### config.mk
export PLATFORM = sky130hd
export DESIGN_NAME = lcw_slot_cache
export DESIGN_NICKNAME = d
export VERILOG_FILES = /design/src/hdl/lcw_pkg.sv /design/src/hdl/lcw_slot_cache.sv
export SDC_FILE = /design/constraint.sdc
export NUM_CORES = 1
export LEC_CHECK = 0
export BUFFER_PORTS_ARGS = -buffer_cell sky130_fd_sc_hd__buf_4
export CORE_ASPECT_RATIO = 1.5
export CORE_MARGIN = 8
export CORE_UTILIZATION = 42
export CTS_CLUSTER_DIAMETER = 60
export DETAILED_ROUTE_END_ITERATION = 12
export SLEW_MARGIN = 20
export SYNTH_ARGS = -nofsm -noshare
export SYNTH_HDL_FRONTEND = slang
export SYNTH_SLANG_ARGS = --single-unit
### constraint.sdc
create_clock -name clk -period 4.75 [get_ports clk]
set_input_delay 0 -clock clk [delete_from_list [all_inputs] [get_ports clk]]
set_output_delay 0 -clock clk [all_outputs]
set_load 0.05 [all_outputs]
### src/hdl/lcw_pkg.sv
`timescale 1ns / 1ps
`default_nettype none
// ----------------------------------------------------------------------------
// lcw_pkg: shared definitions of the character LCD writer
// Request codes, LCD command bytes, slot cache control types and the
// character tables (Latin lookalikes and the built-in glyph rows).
// ----------------------------------------------------------------------------
package lcw_pkg;

    localparam int SLOT_COUNT  = 8;
    localparam int SLOT_IDX_W  = 3;
    localparam int USED_W      = 4;
    localparam int CELL_W      = 4;
    localparam int ROW_W       = 3;
    localparam int PIXEL_W     = 5;
    localparam int ENTRY_W     = 8;
    localparam int GLYPH_ADDR_W = ENTRY_W + ROW_W;

    localparam logic [CELL_W-1:0] LAST_CELL  = 4'd9;
    localparam logic [CELL_W-1:0] ROW1_CELL  = 4'd5;
    localparam logic [ROW_W-1:0]  LAST_ROW   = 3'd7;

    localparam logic [7:0] CMD_CLEAR   = 8'h01;
    localparam logic [7:0] CMD_HOME    = 8'h02;
    localparam logic [7:0] CMD_CGRAM   = 8'h40;
    localparam logic [7:0] CMD_DDRAM   = 8'h80;
    localparam logic [7:0] ROW1_ADDR   = 8'h40;
    localparam logic [7:0] BACKSLASH   = 8'h5C;
    localparam logic [7:0] DIRECT_LIMIT = 8'd128;
    localparam logic [7:0] BUILTIN_BASE = 8'hF0;
    localparam logic [7:0] BUILTIN_END  = 8'hFB;
    localparam logic [7:0] STORE_SPLIT  = 8'd223;
    localparam logic [7:0] STORE_OFS_HI = 8'd69;
    localparam logic [7:0] STORE_OFS_LO = 8'd21;

    typedef enum logic [1:0] {
        FUNC_WRITE  = 2'd0,
        FUNC_CLEAR  = 2'd1,
        FUNC_CURSOR = 2'd2,
        FUNC_LOAD   = 2'd3
    } func_t;

    typedef struct packed {
        logic       clear;
        logic       write;
        logic [7:0] code;
    } slot_ctrl_t;

    typedef struct packed {
        logic                  hit;
        logic [SLOT_IDX_W-1:0] hit_idx;
        logic [USED_W-1:0]     used;
        logic                  full;
    } slot_stat_t;

    localparam logic [PIXEL_W-1:0] BUILTIN_GLYPHS [0:10][0:7] = '{
        '{5'd0,  5'd4,  5'd2,  5'd31, 5'd2,  5'd4,  5'd0,  5'd0},
        '{5'd0,  5'd4,  5'd8,  5'd31, 5'd8,  5'd4,  5'd0,  5'd0},
        '{5'd4,  5'd14, 5'd21, 5'd4,  5'd4,  5'd0,  5'd0,  5'd0},
        '{5'd0,  5'd0,  5'd0,  5'd4,  5'd4,  5'd21, 5'd14, 5'd4},
        '{5'd8,  5'd20, 5'd20, 5'd8,  5'd5,  5'd6,  5'd5,  5'd5},
        '{5'd14, 5'd17, 5'd17, 5'd31, 5'd27, 5'd27, 5'd31, 5'd0},
        '{5'd14, 5'd16, 5'd16, 5'd31, 5'd27, 5'd27, 5'd31, 5'd0},
        '{5'd17, 5'd18, 5'd23, 5'd9,  5'd19, 5'd4,  5'd7,  5'd0},
        '{5'd31, 5'd17, 5'd31, 5'd4,  5'd4,  5'd6,  5'd7,  5'd4},
        '{5'd24, 5'd24, 5'd24, 5'd24, 5'd24, 5'd24, 5'd24, 5'd0},
        '{5'd27, 5'd27, 5'd27, 5'd27, 5'd27, 5'd27, 5'd27, 5'd0}
    };

    // Set-DDRAM command for a cell; cells of the second line start at 0x40.
    function automatic logic [7:0] ddram_cmd(input logic [CELL_W-1:0] cell_no);
        logic [7:0] addr;
        begin
            if (cell_no >= ROW1_CELL)
            begin
                addr = ROW1_ADDR + {4'b0, cell_no} - {4'b0, ROW1_CELL};
            end
            else
            begin
                addr = {4'b0, cell_no};
            end
            ddram_cmd = CMD_DDRAM | addr;
        end
    endfunction

    // Latin character that looks like a Cyrillic code, or zero if none does.
    function automatic logic [7:0] lookalike(input logic [7:0] code);
        begin
            unique case (code)
                8'h80:   lookalike = "A";
                8'h82:   lookalike = "B";
                8'h85:   lookalike = "E";
                8'h8A:   lookalike = "K";
                8'h8C:   lookalike = "M";
                8'h8D:   lookalike = "H";
                8'h8E:   lookalike = "O";
                8'h90:   lookalike = "P";
                8'h91:   lookalike = "C";
                8'h92:   lookalike = "T";
                8'h95:   lookalike = "X";
                8'hA0:   lookalike = "a";
                8'hA5:   lookalike = "e";
                8'hAE:   lookalike = "o";
                8'hE0:   lookalike = "p";
                8'hE1:   lookalike = "c";
                8'hE5:   lookalike = "x";
                default: lookalike = 8'h00;
            endcase
        end
    endfunction

    // Glyph store entry that holds the pixel rows of a code.
    function automatic logic [ENTRY_W-1:0] store_entry(input logic [7:0] code);
        begin
            if (code > STORE_SPLIT)
            begin
                store_entry = code - STORE_OFS_HI;
            end
            else
            begin
                store_entry = code - STORE_OFS_LO;
            end
        end
    endfunction

    function automatic logic [PIXEL_W-1:0] builtin_row(input logic [7:0] code,
                                                       input logic [ROW_W-1:0] row);
        logic [7:0] idx;
        begin
            idx = code - BUILTIN_BASE;
            if (idx < 8'd11)
            begin
                builtin_row = BUILTIN_GLYPHS[idx[3:0]][row];
            end
            else
            begin
                builtin_row = '0;
            end
        end
    endfunction

endpackage

`default_nettype wire

### src/hdl/lcw_slot_cache.sv
`timescale 1ns / 1ps
`default_nettype none
// ----------------------------------------------------------------------------
// lcw_slot_cache: codes held in the custom glyph slots
// Records which code sits in each filled slot and looks a code up.
// ----------------------------------------------------------------------------
module lcw_slot_cache (
    input  wire logic                clk,
    input  wire logic                rst_n,
    input  wire lcw_pkg::slot_ctrl_t ctrl,
    input  wire logic [7:0]          lookup_code,
    output lcw_pkg::slot_stat_t      stat
);

    logic [7:0]                  slot_code_reg  [0:lcw_pkg::SLOT_COUNT-1];
    logic [7:0]                  slot_code_next [0:lcw_pkg::SLOT_COUNT-1];
    logic [lcw_pkg::USED_W-1:0]  used_reg;
    logic [lcw_pkg::USED_W-1:0]  used_next;
    logic                        full;

    assign full = (used_reg >= lcw_pkg::USED_W'(lcw_pkg::SLOT_COUNT));

    // Only filled slots take part; the lowest matching slot wins.
    always_comb
    begin
        stat.hit     = 1'b0;
        stat.hit_idx = '0;
        for (int i = lcw_pkg::SLOT_COUNT - 1; i >= 0; i--)
        begin
            if ((lcw_pkg::USED_W'(i) < used_reg) && (slot_code_reg[i] == lookup_code))
            begin
                stat.hit     = 1'b1;
                stat.hit_idx = lcw_pkg::SLOT_IDX_W'(i);
            end
        end
        stat.used = used_reg;
        stat.full = full;
    end

    always_comb
    begin
        used_next = used_reg;
        for (int i = 0; i < lcw_pkg::SLOT_COUNT; i++)
        begin
            slot_code_next[i] = slot_code_reg[i];
        end
        if (ctrl.clear)
        begin
            used_next = '0;
        end
        else if (ctrl.write && !full)
        begin
            for (int i = 0; i < lcw_pkg::SLOT_COUNT; i++)
            begin
                if (used_reg == lcw_pkg::USED_W'(i))
                begin
                    slot_code_next[i] = ctrl.code;
                end
            end
            used_next = used_reg + 1'b1;
        end
    end

    always_ff @(posedge clk or negedge rst_n)
    begin
        if (!rst_n)
        begin
            used_reg <= '0;
            for (int i = 0; i < lcw_pkg::SLOT_COUNT; i++)
            begin
                slot_code_reg[i] <= '0;
            end
        end
        else
        begin
            used_reg <= used_next;
            for (int i = 0; i < lcw_pkg::SLOT_COUNT; i++)
            begin
                slot_code_reg[i] <= slot_code_next[i];
            end
        end
    end

endmodule

`default_nettype wire

==> summary.md <==
| Metric | Value |
|---|---|
| Register share of total power | about 40% |
| I/O pins | 29 |
| Fmax | approximately 360 MHz |
| Hold_ws | 0.01615 ns |
| Largest net degree at the start of global routing | 69 |
| CTS tree | yes |
| NetSw | 441.3 uW |
| XOR/XNOR Fraction of Synth Area | between 15 and 20% |
| Post-synth top flop | dfrtp_1 |
| Synth Net Count | 309 |
| Port-buffer cells | 28 |
| Vias/cell | roughly 5.2 |
| Die area | roughly 12000 um2 |
| Syn avg cell area | between 10 and 15 um2 |
| EDFF count, synth | 0 |
| Initial antenna violation count | 0 |
| Global-route wire length before repair | about 13000 um |
| DP Wirelength | ~5900 um |
| End of the worst register-to-register path | slot_code_reg[34] |
| DR WL/cell | 18.94 um |
| Leakage | about 0.0020 uW |
| H-Tree Depth | 3 |
| Via count | about 2200 |
| RSZ-0062 raised after global routing | false |
| Slew @ Worst Pin | 0.8774 ns |
| Final wirelength | roughly 8000 um |
| Max Used Layer | met4 |
| ANT cells | 0 |
| Critical Path End | stat[5] |
| CP Capture Type | output pin |
| Routability cong. | between 0.8 and 0.9 |
| Core Footprint | 8310 um2 |
| Initial Util | between 40% and 50% |
| Fin. max-slew vios | 0 |
| Layout Skew | between 0.006 and 0.007 ns |
| Instance count on the critical path | 8 |
| Chip height | 128.7 um |
| Crit path largest cell delay | between 0.4 and 0.5 ns |
| All-Layer GR Usage | roughly 15% |
| Async S/R FF share, synth | 100.0% |
| GRT overflow | 0 |
| Worst Path Max Fanout | 8 |
| Slew headroom | 41.51% |
| Layout cell share with drive strength beyond 1 | about a third |
| Worst reg2reg setup slack | 2.68 ns |
| M1 wire length | approximately 3600 um |
| Logic pwr share | 15.1% |
| Post-Synth Simple-Gate Area | under 10% |
| Final setup fails | 0 |
| Critical Path Start Type | flop |
| # nets final | about 350 |
| Crit path max-delay family | simple AND/OR/NAND/NOR gates |
| Crit share post-route | approximately 60% |
| P&R area growth vs syn | 20.18% |
| Synth Area in Compound Gates | between 2 and 2.5% |
| Clk pin slew, worst setup/hold paths | 0.06 ns |
| Sw Share | ~24% |
| Clock share of power | 44.8% |
| Max_cap viols | 0 |
| Die width | a little over 90 um |
| Reg2reg path depth | 3 |
| Drt drc | 0 |
| Resize count post-CTS | 0 |
| Power per cell area | ~430 nW/um2 |
| Tmin final | ~2.8 ns |
| Synth Area in Adders | about 1.1% |
| Synth Register Bits | roughly 70 |
| Sequential area share after synthesis | around 48% |
| Slowest-stage cell, CP | dfrtp_1 |
| Internal power | approximately 1400 uW |
| Setup Crit Path Kind | flop to output pin |
| Clock buffer depth | 2 |
| Vias in the first global route | roughly 2400 |
| Post-Syn Area | roughly 3600 um2 |
| Most common cell after layout, fill and taps aside | dfrtp_1 |
| CTS root buf | clkbuf_16 |
| Number of flip-flops in the largest register | 64 |
| WP data arrival | approximately 2.8 ns |
| Largest family of logic cells by synthesized area | multiplexers |
| RR Startpoint | used_reg[3] |
| Met2 wire len | ~4200 um |
| Fin. Hold Viols | 0 |
| CTS Buf Count | 9 |
| Skew-Pair Late Insertion Delay | 0.33 ns |
| YS warnings | 0 |
| Metal3 WL | 265 um |
| Antenna violation net count after detailed routing | 0 |
| Most frequent cells in the layout | dfrtp_1 (68), mux2_2 (64), xor2_1 (39) |
| Hold Path Class | primary input to flop |
| DR pass1 iterations | 4 |
| Status | finished, final reports clean |
| Num rows | 41 |
| Crit-path cells | inv_1 > ha_1 > a2111oi_0 > nand4_1 > nor3_2 > nor4_1 > or3_1 > buf_4 |
| Mux cell area share after synthesis | about a fifth |
| Fin Setup TNS | 0 ns |
| DR iter-0 viols | 70 |
| Worst Path Required | 4.75 ns |
| # clock sinks | slightly below 70 |
| VDD IR-drop max | approximately 0.25 mV |
| Post-Synthesis Cells | 286 |
| Worst setup path start | used_reg[1] |
| Worst Path Buf+Inv | 2 |
| Synth cell types | 36 |
-- cell families after synthesis --
family,Yosys count
flops,68
xor+xnor,66
mux,64
simple gates,59
buf+inv,15
compound gates,11
fa+ha+maj,3
-- synth_stat cells (2+ instances only) --
| master | n | area share, % |
|---|---|---|
| a21oi_1 | 5 | 0.70 |
| buf_2 | 4 | 0.56 |
| buf_4 | 6 | 1.3 |
| buf_6 | 2 | 0.63 |
| dfrtp_1 | 68 | 48 |
| ha_1 | 3 | 1.1 |
| inv_1 | 2 | 0.21 |
| mux2_2 | 64 | 20 |
| nand2_1 | 11 | 1.2 |
| nand3_1 | 4 | 0.56 |
| nand4_1 | 5 | 0.88 |
| nor2_1 | 12 | 1.3 |
| nor2b_1 | 3 | 0.53 |
| nor3_1 | 7 | 0.99 |
| nor4_1 | 5 | 0.88 |
| xnor2_1 | 27 | 6.7 |
| xor2_1 | 39 | 9.6 |
-- what timing repair did --
item / CTS / global route
hold buffers: 10 / 0
buffers inserted: 0 / 0
endpoints found under the hold margin: 132 / 0
-- metal layers --
layer	track usage [%]	vias up
met5	0	-
met4	7.938	0
met3	3.788	10
met2	25.75	35
met1	17.26	1132
li1	-	1072
-- worst min path at each step --
stage                     depth (start not counted)    start  slack (ns)          endpoint
after global placement                            1    rst_n        0.18  slot_code_reg[9]
after CTS                                         3  ctrl[8]       0.003       used_reg[3]
after floorplan                                   0    rst_n       -0.30  slot_code_reg[0]
after global routing                              3  ctrl[8]        0.05       used_reg[3]
after detailed placement                          1    rst_n        0.18  slot_code_reg[9]
final                                             3  ctrl[8]        0.02       used_reg[3]
-- area by class of cell --
class,instances,area (um2)
Fill cell,746,4040
Multi-Input combinational cell,203,1753
Sequential cell,68,1702
Timing Repair Buffer,38,310.3
Clock buffer,9,225.2
Clock inverter,7,138.9
Tap cell,107,133.9
Inverter,2,7.507
-- power groups by stage --
stage	clock (uW)	sequential [uW]	combinational (uW)
global placement	0	737	270
detailed placement	0	741	272
floorplan	0	734	198
global route	854	742	304
finish	817	731	275
CTS	835	731	280
-- worst register-to-register path: stages, from the launching register on --
cell     delay, ns
dfrtp_1       0.53
nor4b_2       0.48
and3_1        0.54
mux2_2        0.41
-- per-stage QoR --
step	utilization [%]	instance area (um2)	std cells	setup slack, ns	total power (uW)
floorplan	-	3553	286	2.328	931.5
global placement	45.80	3806	408	2.451	1006
detailed placement	45.80	3806	408	2.350	1013
global route	51.39	4270	434	1.762	1900
finish	51.39	4270	434	1.971	1824
CTS	51.39	4270	434	1.953	1847
Note: power is estimated with default switching activity, not from simulation.
